$ cat src/sv/slxd_pkg.sv
`timescale 1ns / 1ps
// ----------------------------------------------------------------------------
// Sync/length/XOR deframer package
// Shared widths, reset values, register indexes, status codes and the
// result record of the deframer.
// ----------------------------------------------------------------------------
package slxd_pkg;

    // Field widths of the streams and the configuration port.
    localparam int BYTE_W   = 8;
    localparam int LEN_W    = 16;
    localparam int STATUS_W = 3;
    localparam int CFG_IDX_W  = 3;
    localparam int CFG_DATA_W = 16;
    // Output data: payload byte, type, payload length, status, padded to bytes.
    localparam int M_FIELDS_W = BYTE_W + BYTE_W + LEN_W + STATUS_W;
    localparam int M_TDATA_W  = ((M_FIELDS_W + 7) / 8) * 8;

    // Configuration register indexes.
    localparam logic [CFG_IDX_W-1:0] CFG_SYNC_FIRST    = 3'd0;
    localparam logic [CFG_IDX_W-1:0] CFG_SYNC_SECOND   = 3'd1;
    localparam logic [CFG_IDX_W-1:0] CFG_MIN_SCAN      = 3'd2;
    localparam logic [CFG_IDX_W-1:0] CFG_MIN_TRANSFORM = 3'd3;
    localparam logic [CFG_IDX_W-1:0] CFG_MIN_CLOUD     = 3'd4;
    localparam logic [CFG_IDX_W-1:0] CFG_MIN_PARAM     = 3'd5;

    // Register reset values.
    localparam logic [BYTE_W-1:0] SYNC_FIRST_RST    = 8'hAA;
    localparam logic [BYTE_W-1:0] SYNC_SECOND_RST   = 8'h55;
    localparam logic [LEN_W-1:0]  MIN_SCAN_RST      = 16'd28;
    localparam logic [LEN_W-1:0]  MIN_TRANSFORM_RST = 16'd64;
    localparam logic [LEN_W-1:0]  MIN_CLOUD_RST     = 16'd16;
    localparam logic [LEN_W-1:0]  MIN_PARAM_RST     = 16'd4;

    // Message type codes.
    localparam logic [BYTE_W-1:0] TYPE_SCAN      = 8'd1;
    localparam logic [BYTE_W-1:0] TYPE_TRANSFORM = 8'd2;
    localparam logic [BYTE_W-1:0] TYPE_CLOUD     = 8'd3;
    localparam logic [BYTE_W-1:0] TYPE_PARAM     = 8'd4;

    // Frame layout: sync(2) + length(2) + type(1) + checksum(1).
    localparam logic [LEN_W-1:0] HEADER_LEN   = 16'd4;
    localparam logic [LEN_W-1:0] OVERHEAD_LEN = 16'd6;
    localparam logic [LEN_W-1:0] TYPE_POS     = 16'd4;
    localparam logic [LEN_W-1:0] SYNC_DONE_POS = 16'd2;
    localparam logic [LEN_W-1:0] LENHI_DONE_POS = 16'd3;

    // Result kinds.
    localparam logic KIND_PAYLOAD = 1'b0;
    localparam logic KIND_VERDICT = 1'b1;

    // End-of-frame verdicts.
    typedef enum logic [STATUS_W-1:0] {
        ST_OK       = 3'd0,
        ST_SHORT    = 3'd1,
        ST_BADSUM   = 3'd2,
        ST_BADTYPE  = 3'd3,
        ST_PAYSHORT = 3'd4
    } status_t;

    // One result item.
    typedef struct packed {
        logic              kind;
        logic [BYTE_W-1:0] payload_byte;
        logic [BYTE_W-1:0] message_type;
        logic [LEN_W-1:0]  payload_length;
        status_t           status;
    } result_t;

endpackage

$ cat src/sv/sync_length_xor_deframer_unit.sv
`timescale 1ns / 1ps
// ----------------------------------------------------------------------------
// Sync/length/XOR deframer
// Hunts for a two-byte sync word, reads a big-endian frame length, forwards
// payload bytes and gives one checksum/type/length verdict per frame.
// ----------------------------------------------------------------------------
// Usage:
//   s_* carries one received byte per transaction (s_tdata[7:0]).
//   m_* carries results: m_tuser = 0 for a forwarded payload byte, 1 for an
//   end-of-frame verdict; m_tdata holds byte, type, payload length, status.
//   cfg_* writes the sync bytes and the per-type minimum payload sizes; it
//   is always ready and should be used only while the stream is idle.
// Throughput and results:
//   One byte is accepted per cycle while the skid register is empty. Its state
//   update is registered on acceptance; its result goes to the output register,
//   or to the skid register while the output is held. Bytes with no result
//   (header bytes, the type byte, hunting) leave the output side untouched.
// Reset and stalls:
//   aresetn (synchronous, active low) restores the register defaults, sends
//   the parser back to hunting and drops any pending result.
//   An output register plus a one-entry skid register decouple the sides: a
//   byte is still accepted while one result waits on a stalled receiver; the
//   input stalls only when both entries hold results.
// ----------------------------------------------------------------------------
module sync_length_xor_deframer_unit
    import slxd_pkg::*;
(
    input  logic                  aclk,
    input  logic                  aresetn,
    // Input stream
    input  logic                  s_tvalid,
    output logic                  s_tready,
    input  logic [BYTE_W-1:0]     s_tdata,      // [7:0] rx_byte
    // Result stream
    output logic                  m_tvalid,
    input  logic                  m_tready,
    output logic [M_TDATA_W-1:0]  m_tdata,      // [7:0] payload_byte,
                                                // [15:8] message_type,
                                                // [31:16] payload_length,
                                                // [34:32] frame_status, rest 0
    output logic                  m_tuser,      // [0] result_kind
    // Configuration write channel
    input  logic                  cfg_valid,
    output logic                  cfg_ready,
    input  logic [CFG_IDX_W-1:0]  cfg_index,
    input  logic [CFG_DATA_W-1:0] cfg_data
);

    typedef enum logic [2:0] {
        PH_HUNT1 = 3'd0,
        PH_HUNT2 = 3'd1,
        PH_LENHI = 3'd2,
        PH_LENLO = 3'd3,
        PH_BODY  = 3'd4
    } phase_t;

    // Configuration registers
    logic [BYTE_W-1:0] sync_first_reg;
    logic [BYTE_W-1:0] sync_second_reg;
    logic [LEN_W-1:0]  min_scan_reg;
    logic [LEN_W-1:0]  min_transform_reg;
    logic [LEN_W-1:0]  min_cloud_reg;
    logic [LEN_W-1:0]  min_param_reg;

    // Parser state
    phase_t            phase_reg,  phase_next;
    logic [LEN_W-1:0]  pos_reg,    pos_next;
    logic [LEN_W-1:0]  len_reg,    len_next;
    logic [BYTE_W-1:0] xor_reg,    xor_next;
    logic [BYTE_W-1:0] type_reg,   type_next;

    // Output register and skid register
    logic              m_valid_reg;
    result_t           m_res_reg;
    logic              skid_valid_reg;
    result_t           skid_res_reg;

    logic              s_accept;
    logic              out_free;
    logic              res_valid;
    result_t           res;

    assign cfg_ready = 1'b1;
    assign s_tready  = !skid_valid_reg;
    assign s_accept  = s_tvalid && s_tready;
    assign out_free  = !m_valid_reg || m_tready;

    // Configuration writes; unused indexes are ignored.
    always_ff @(posedge aclk) begin
        if (!aresetn) begin
            sync_first_reg    <= SYNC_FIRST_RST;
            sync_second_reg   <= SYNC_SECOND_RST;
            min_scan_reg      <= MIN_SCAN_RST;
            min_transform_reg <= MIN_TRANSFORM_RST;
            min_cloud_reg     <= MIN_CLOUD_RST;
            min_param_reg     <= MIN_PARAM_RST;
        end else if (cfg_valid && cfg_ready) begin
            unique case (cfg_index)
                CFG_SYNC_FIRST:    sync_first_reg    <= cfg_data[BYTE_W-1:0];
                CFG_SYNC_SECOND:   sync_second_reg   <= cfg_data[BYTE_W-1:0];
                CFG_MIN_SCAN:      min_scan_reg      <= cfg_data[LEN_W-1:0];
                CFG_MIN_TRANSFORM: min_transform_reg <= cfg_data[LEN_W-1:0];
                CFG_MIN_CLOUD:     min_cloud_reg     <= cfg_data[LEN_W-1:0];
                CFG_MIN_PARAM:     min_param_reg     <= cfg_data[LEN_W-1:0];
                default: ;
            endcase
        end
    end

    // Parser step for one received byte.
    always_comb begin
        logic [BYTE_W-1:0]  b;
        logic [LEN_W-1:0]   len_full;
        logic               is_last;
        logic [BYTE_W-1:0]  type_eff;
        logic [LEN_W-1:0]   pay_len;
        logic [LEN_W-1:0]   need;
        logic               type_known;

        b        = s_tdata;
        len_full = {len_reg[LEN_W-1:BYTE_W], b};
        is_last  = ({1'b0, pos_reg} + {{LEN_W{1'b0}}, 1'b1}) >= {1'b0, len_reg};
        type_eff = (pos_reg == TYPE_POS) ? b : type_reg;
        pay_len  = (len_reg >= OVERHEAD_LEN) ? (len_reg - OVERHEAD_LEN) : '0;

        // Minimum payload for the frame's type.
        type_known = 1'b1;
        priority if (type_eff == TYPE_SCAN) begin
            need = min_scan_reg;
        end else if (type_eff == TYPE_TRANSFORM) begin
            need = min_transform_reg;
        end else if (type_eff == TYPE_CLOUD) begin
            need = min_cloud_reg;
        end else if (type_eff == TYPE_PARAM) begin
            need = min_param_reg;
        end else begin
            need       = '0;
            type_known = 1'b0;
        end

        phase_next = phase_reg;
        pos_next   = pos_reg;
        len_next   = len_reg;
        xor_next   = xor_reg;
        type_next  = type_reg;
        res_valid  = 1'b0;
        res        = '{kind: KIND_PAYLOAD, payload_byte: '0, message_type: '0,
                       payload_length: '0, status: ST_OK};

        unique case (phase_reg)
            PH_HUNT1: begin
                if (b == sync_first_reg) begin
                    phase_next = PH_HUNT2;
                end
            end
            PH_HUNT2: begin
                // The second sync byte is tested first; a repeated first
                // sync byte keeps waiting.
                if (b == sync_second_reg) begin
                    phase_next = PH_LENHI;
                    pos_next   = SYNC_DONE_POS;
                    len_next   = '0;
                    xor_next   = sync_first_reg ^ sync_second_reg;
                    type_next  = '0;
                end else if (b != sync_first_reg) begin
                    phase_next = PH_HUNT1;
                end
            end
            PH_LENHI: begin
                len_next   = {b, {BYTE_W{1'b0}}};
                xor_next   = xor_reg ^ b;
                pos_next   = LENHI_DONE_POS;
                phase_next = PH_LENLO;
            end
            PH_LENLO: begin
                if (len_full < HEADER_LEN) begin
                    // Drop the header and rescan the two length bytes.
                    if (len_reg[LEN_W-1:BYTE_W] == sync_first_reg &&
                        b == sync_second_reg) begin
                        phase_next = PH_LENHI;
                        pos_next   = SYNC_DONE_POS;
                        len_next   = '0;
                        xor_next   = sync_first_reg ^ sync_second_reg;
                        type_next  = '0;
                    end else begin
                        len_next   = '0;
                        pos_next   = '0;
                        xor_next   = '0;
                        phase_next = (b == sync_first_reg) ? PH_HUNT2 : PH_HUNT1;
                    end
                end else begin
                    len_next = len_full;
                    xor_next = xor_reg ^ b;
                    pos_next = HEADER_LEN;
                    if (len_full == HEADER_LEN) begin
                        // The frame ends at the length byte itself.
                        res_valid          = 1'b1;
                        res.kind           = KIND_VERDICT;
                        res.message_type   = type_reg;
                        res.status         = ST_SHORT;
                        phase_next         = PH_HUNT1;
                    end else begin
                        phase_next = PH_BODY;
                    end
                end
            end
            PH_BODY: begin
                if (is_last) begin
                    // Last byte is the checksum: give the verdict.
                    type_next            = type_eff;
                    res_valid            = 1'b1;
                    res.kind             = KIND_VERDICT;
                    res.message_type     = type_eff;
                    res.payload_length   = pay_len;
                    priority if (len_reg < OVERHEAD_LEN) begin
                        res.status = ST_SHORT;
                    end else if (xor_reg != b) begin
                        res.status = ST_BADSUM;
                    end else if (!type_known) begin
                        res.status = ST_BADTYPE;
                    end else if (pay_len < need) begin
                        res.status = ST_PAYSHORT;
                    end else begin
                        res.status = ST_OK;
                    end
                    phase_next = PH_HUNT1;
                    pos_next   = '0;
                end else begin
                    xor_next  = xor_reg ^ b;
                    pos_next  = pos_reg + LEN_W'(1);
                    type_next = type_eff;
                    if (pos_reg != TYPE_POS) begin
                        res_valid          = 1'b1;
                        res.kind           = KIND_PAYLOAD;
                        res.payload_byte   = b;
                        res.message_type   = type_reg;
                        res.payload_length = pay_len;
                    end
                end
            end
            default: begin
                phase_next = PH_HUNT1;
            end
        endcase
    end

    // Parser state registers, advanced on each accepted byte.
    always_ff @(posedge aclk) begin
        if (!aresetn) begin
            phase_reg <= PH_HUNT1;
            pos_reg   <= '0;
            len_reg   <= '0;
            xor_reg   <= '0;
            type_reg  <= '0;
        end else if (s_accept) begin
            phase_reg <= phase_next;
            pos_reg   <= pos_next;
            len_reg   <= len_next;
            xor_reg   <= xor_next;
            type_reg  <= type_next;
        end
    end

    // Output register with skid entry.
    always_ff @(posedge aclk) begin
        if (!aresetn) begin
            m_valid_reg    <= 1'b0;
            skid_valid_reg <= 1'b0;
        end else if (out_free) begin
            if (skid_valid_reg) begin
                m_valid_reg    <= 1'b1;
                skid_valid_reg <= 1'b0;
            end else begin
                m_valid_reg <= s_accept && res_valid;
            end
        end else if (s_accept && res_valid) begin
            skid_valid_reg <= 1'b1;
        end
    end

    // Result payloads follow the valid bits above.
    always_ff @(posedge aclk) begin
        if (out_free) begin
            if (skid_valid_reg) begin
                m_res_reg <= skid_res_reg;
            end else if (s_accept && res_valid) begin
                m_res_reg <= res;
            end
        end else if (s_accept && res_valid) begin
            skid_res_reg <= res;
        end
    end

    assign m_tvalid = m_valid_reg;
    assign m_tuser  = m_res_reg.kind;
    assign m_tdata  = {{(M_TDATA_W - M_FIELDS_W){1'b0}},
                       m_res_reg.status,
                       m_res_reg.payload_length,
                       m_res_reg.message_type,
                       m_res_reg.payload_byte};

`ifndef SYNTH
    // The skid entry only fills behind a held output result.
    a_skid_behind_out: assert property (@(posedge aclk) disable iff (!aresetn)
        skid_valid_reg |-> m_valid_reg)
        else $error("skid entry valid without output result");

    // Forwarded payload bytes always carry an ok status.
    a_payload_status: assert property (@(posedge aclk) disable iff (!aresetn)
        (m_valid_reg && m_res_reg.kind == KIND_PAYLOAD) |-> m_res_reg.status == ST_OK)
        else $error("payload byte with nonzero status");

    // Inside a frame body the position stays past the header and short of the end.
    a_body_position: assert property (@(posedge aclk) disable iff (!aresetn)
        (phase_reg == PH_BODY) |-> (pos_reg >= HEADER_LEN && pos_reg < len_reg))
        else $error("frame body position out of range");
`endif

endmodule
$ cat config.mk
export PLATFORM = sky130hd
export DESIGN_NAME = sync_length_xor_deframer_unit
export DESIGN_NICKNAME = d
export VERILOG_FILES = /design/src/sv/slxd_pkg.sv /design/src/sv/sync_length_xor_deframer_unit.sv
export SDC_FILE = /design/constraint.sdc
export NUM_CORES = 1
export LEC_CHECK = 0
export BUFFER_PORTS_ARGS = -buffer_cell sky130_fd_sc_hd__buf_2
export CORE_MARGIN = 3
export CORE_UTILIZATION = 36
export DETAILED_ROUTE_END_ITERATION = 16
export PLACE_DENSITY = 0.48
export SLEW_MARGIN = 0
export SYNTH_ARGS = -nofsm -noshare
export SYNTH_HDL_FRONTEND = slang
export SYNTH_SLANG_ARGS = --single-unit
$ cat constraint.sdc
create_clock -name aclk -period 6.6 [get_ports aclk]
set_input_delay 1.32 -clock aclk [delete_from_list [all_inputs] [get_ports aclk]]
set_output_delay 1.32 -clock aclk [all_outputs]
set_load 0.02 [all_outputs]
Word level (Yosys, flattened, before mapping)
Cells that the tools add are included.
{"block": "totals", "register_bits": 205, "latchBits": 0, "mem_bits_rw": 0, "mem_bits_ro": 0, "input_bits": 32, "memories": 0}
{"block": "classes", "addsub": 3, "multipliers": 0, "div_mod_pow": 0, "magnitude_cmp": 5, "eq_ne": 28, "n_shift": 0, "mux": 62, "bitwise_logic": 4, "reduce_logical": 27}
{"cell": "$mux 16", "count": 11}
{"cell": "$mux 8", "count": 12}
{"cell": "$mux 36", "count": 2}
{"cell": "$pmux 16 s4", "count": 1}
{"cell": "$pmux 16 s3", "count": 1}
{"cell": "$mux 3", "count": 11}
{"cell": "$eq 16x3->1 const B", "count": 2}
{"cell": "$lt 16x3->1 const B", "count": 2}
{"cell": "$mux 32", "count": 1}
{"cell": "$pmux 8 s4", "count": 1}
{"cell": "$eq 8x8->1", "count": 3}
{"cell": "$mux 24", "count": 1}
{"cell": "$pmux 8 s3", "count": 1}
{"cell": "$add 16x1->17 const B", "count": 1}
{"cell": "$ge 17x16->1", "count": 1}
{"cell": "$add 16x1->16 const B", "count": 1}
{"cell": "$eq 8x2->1 const B", "count": 2}
{"cell": "$ge 16x3->1 const B", "count": 1}
{"cell": "$lt 16x16->1", "count": 1}
{"cell": "$ne 16x3->1 const B", "count": 1}
{"cell": "$ne 8x8->1", "count": 2}
{"cell": "$pmux 8 s2", "count": 1}
{"cell": "$reduce_and 2->1", "count": 8}
{"cell": "$sub 16x3->16 const B", "count": 1}
{"cell": "other kinds (25)", "count": 60}

Logic depth before layout (Yosys ltp)
{"block": "depth", "depth_word": 16, "mapped_depth": 18, "mapped_depth_nobuf": 17}

Worst setup path after synthesis
No wires, ideal clock.
{"block": "synth_path", "path_type": "register -> register", "start": "reg pos_reg[0]", "end": "reg skid_res_reg[0] (netlist name) (enable)", "setup_time_ns": 0.441, "t_arrival_ns": 4.713, "setup_slack_ns": 1.446, "stages_incl_launch_ff": 16, "path_buffers": 2, "path_cell_list": "dfxtp_1 -> ha_1 -> and3_1 -> nand3_1 -> or2_2 -> clkbuf_1 -> nor2_1 -> xor2_1 -> ha_1 -> and4_1 -> and2_1 -> o311a_1 -> or4b_4 -> o21ai_2 -> buf_2 -> a21oi_1"}
{"block": "synth_via", "elab_chain_len": 6}
{"item": "start, declared", "line_no": "sync_length_xor_deframer_unit.sv:67", "rtl": "logic [LEN_W-1:0] pos_reg, pos_next;"}
{"item": "start signal, assigned", "line_no": "sync_length_xor_deframer_unit.sv:257", "rtl": "pos_reg <= pos_next;"}
{"item": "$add 16x1->17 or $ne 16x3->1 (tied branches)", "line_no": "sync_length_xor_deframer_unit.sv:122, sync_length_xor_deframer_unit.sv:232"}
{"item": "$ge 17x16->1 or $mux 1 (tied branches)", "line_no": "sync_length_xor_deframer_unit.sv:122, sync_length_xor_deframer_unit.sv:232"}
{"item": "$mux 1 *", "line_no": "sync_length_xor_deframer_unit.sv:208", "rtl": "if (is_last) begin"}
{"item": "$pmux 1 s2 *", "line_no": "sync_length_xor_deframer_unit.sv:150", "rtl": "unique case (phase_reg)"}
{"item": "$logic_and 1x1->1 *", "line_no": "sync_length_xor_deframer_unit.sv:289", "rtl": "end else if (s_accept && res_valid) begin"}
{"item": "$reduce_and 2->1 (no line) *"}
{"item": "end signal, assigned", "line_no": "sync_length_xor_deframer_unit.sv:290", "rtl": "skid_res_reg <= res;"}
{"item": "end, declared", "line_no": "sync_length_xor_deframer_unit.sv:76", "rtl": "result_t skid_res_reg;"}
Mark *: on every way between the ends. The rest lies on a longest branch, timed or not.
A chain may end at the register's enable or synchronous reset.

Worst setup path after layout
{"block": "layout_path", "start": "reg pos_reg[2]", "end": "reg m_res_reg (netlist bit m_tdata[7]) (enable)"}
{"block": "layout_via", "elab_chain_len": 7}
{"item": "$add 16x1->17 or $ne 16x3->1 (tied branches)", "line_no": "sync_length_xor_deframer_unit.sv:122, sync_length_xor_deframer_unit.sv:232"}
{"item": "$ge 17x16->1 or $mux 1 (tied branches)", "line_no": "sync_length_xor_deframer_unit.sv:122, sync_length_xor_deframer_unit.sv:232"}
{"item": "$mux 1 *", "line_no": "sync_length_xor_deframer_unit.sv:208"}
{"item": "$pmux 1 s2 *", "line_no": "sync_length_xor_deframer_unit.sv:150"}
{"item": "$logic_and 1x1->1 *", "line_no": "sync_length_xor_deframer_unit.sv:286", "rtl": "end else if (s_accept && res_valid) begin"}
{"item": "$reduce_bool 2->1 (no line) *"}
{"item": "$reduce_and 2->1 (no line) *"}
{"item": "end signal, assigned", "line_no": "sync_length_xor_deframer_unit.sv:285", "rtl": "m_res_reg <= skid_res_reg;"}
{"item": "end signal, assigned", "line_no": "sync_length_xor_deframer_unit.sv:287", "rtl": "m_res_reg <= res;"}
{"item": "end, declared", "line_no": "sync_length_xor_deframer_unit.sv:74", "rtl": "result_t m_res_reg;"}
Marks and branches as above.

==> run metrics <==
status finished clean; final setup fails 0; initial core utilization 36.97%; CTS Root Buffer Type clkbuf_16; drt wl/cell 20.14 um; DRT antenna net count 0; first-pass GRT wire length 49,800 um; count leader, synth nand2_1; sequential area share after synthesis 44.98%; Port Buffers 69; fin crit period 5.351 ns; EDFF count, synth 72; CTS buffer count 25; #FFs+latches synth 205; Setup Skew 0.009834 ns; DR vias/cell 5.512; later-pin clock latency in the skew report 0.52 ns; number of flip-flops in the largest register 36; MaxCap Viol Count 0; Slew Viols, Final 0; synth warn 0; worst-path fanout max 36; Area growth, synth to finish 12.66%; Leak Pwr 4.441 nW; Slew headroom 23.77%; TritonRoute pass-1 iters 5; GRT overflow 0; Worst Path Required 6.75 ns; post_cts resized 0; Tightest Pin Transition 1.143 ns; CTS tree built; Ant. Diodes 0; total number of vias 8,946; Die Ht 178.6 um; final hold slack 0.4541 ns; Final HPWL DP 22,530 um; total routed wirelength 32,690 um; Post-synth ARST share 0%; final hold violations 0; Overall Power 2.706 mW; slowest library cell on the worst path nor4_1; commonest cells in the netlist nand2_1, dfxtp_1, a21oi_1; vias in the first global route 8,222; CTS clk-pin slew, worst paths 0.06 ns; Post-CTS Setup Repair Bufs 0; Post-Syn Instances 1,190; Post-Syn Area per Cell 9.013 um^2; Synth cell types 73; Post-Place Worst Slack 1.127 ns; All-Layer GR Usage 20.04%; element type at the critical path end flip-flop; final setup margin 1.249 ns; Setup crit start kind flip-flop; largest net degree at the start of global routing 90; DIE WIDTH 178.6 um; maximum vdd drop 0.1542 mV; most common flop cell mapped by yosys dfxtp_1; core area 29,010 um^2; Top Ports 76; Worst Hold Class reg2reg; fmax 186.9 MHz; global placer's final weighted congestion 0.8940; FP Rows 62; RSZ-0062 raised after global routing false; dominant cell type by area after synthesis dfxtp_1; setup TNS 0 ns; CP max stage delay 0.68 ns; pwr/cell area 224.0 nW/um^2; detailed-route DRC error count 0; total die area 31,900 um^2; H-tree depth 1; critical path arrival 5.50 ns; 1st-iter DRT viols 696; Crit Path Category reg2reg; hold_buf cts 0; initial antenna violation count 0; top-area cell type share of the netlist area 24.83%; Final Cycle Share 81.07%; Mapped Area 10,730 um^2; Synth area leaders dfxtp_1, edfxtp_1, nand2_1; critical-path cell list nand3_1 -> nor4_1 -> and3_1 -> nand3_1 -> xnor2_1 -> ha_1 -> and3_1 -> and2_1 -> a22o_1 -> or4b_4 -> o21ai_2 -> a21boi_0 -> o21ba_2; clk buf depth 3; layout cells sized above 1 13.72%; CTS Sinks 205; Layout Nets 1,288
-- stage by stage --
stage / instance area (um^2) / instances / util, %
finish: 12080 / 1623 / 41.65
global route: 12080 / 1623 / 41.65
CTS: 12080 / 1623 / 41.65
detailed placement: 11330 / 1579 / 39.05
global placement: 11330 / 1579 / 39.05
floorplan: 10740 / 1194 / -
-- path summary, 6_finish.rpt --
kind	startpoint	end	slack [ns]	cells past startpoint
max	pos_reg[2]	m_tdata[7]	1.25	13
min	min_scan_reg[13]	min_scan_reg[13]	0.45	2
max reg2reg	pos_reg[2]	m_tdata[7]	1.25	13
min reg2reg	min_scan_reg[13]	min_scan_reg[13]	0.45	2
-- placed cells by master, fill, tap and decap left out, drive strengths merged, types with 8 or more instances in the layout --
cell type and count:
clkbuf 32, and4 10, mux2 35, ha 34
a21oi 106, o221ai 13, a22o 12, edfxtp 72
xor2 24, or4 9, nor2b 9, a32o 8
and2 16, a22oi 12, nand3 55, nor2 62
dfxtp 133, inv 26, nor4 10, buf 81
nand2 221, o21ai 29, nor3 31, xnor2 42
a31oi 13, clkinv 8, nand4 18
-- power breakdown --
part / internal [mW] / total (mW) / switching [mW]
logic: 0.0293 / 0.103 / 0.0739
registers: 1.31 / 1.32 / 0.00877
clock network: 0.744 / 1.28 / 0.540
-- kinds of logic (layout without fill, tap and decap cells) --
| kind of cell | after synthesis | after routing | synth area share (%) |
|---|---|---|---|
| simple gates | 476 | 476 | 21.20 |
| compound gates | 262 | 262 | 16.26 |
| flops | 205 | 205 | 44.98 |
| buf+inv | 106 | 151 | 4.083 |
| xor+xnor | 66 | 66 | 5.390 |
| mux | 39 | 39 | 4.048 |
| fa+ha+maj | 34 | 34 | 3.966 |
| other cells | 2 | 6 | 0.07002 |
-- metal layers --
metal  vias up  wire length, um  track usage, %  part of all wire, %
li1       4363                -               -                    -
met1      4293            16460           30.52                   50
met2       255            13940           30.09                   43
met3        35             1744           2.788                  5.3
met4         0              544           4.156                  1.7
met5         -                0               0                    0
-- layout make-up --
cell class                 count  area (um^2)
multi-input combinational    883         5492
timing repair buffer          81        435.4
fill                        2952        16930
clock buffer                  32        661.9
inverter                      26        97.59
clock inverter                12        91.34
tap                          384        480.5
sequential                   205         4825
-- critical path, delay by kind of cell, from the launching register on --
kind	cells	cell delay, ns
AO/OA/AOI/OAI	4	1.66
XOR/XNOR	1	0.16
adder cells (fa/ha/maj)	1	0.33
flip-flops	1	0.44
AND/OR/NAND/NOR	7	2.37
(Power assumes the default switching activity.)
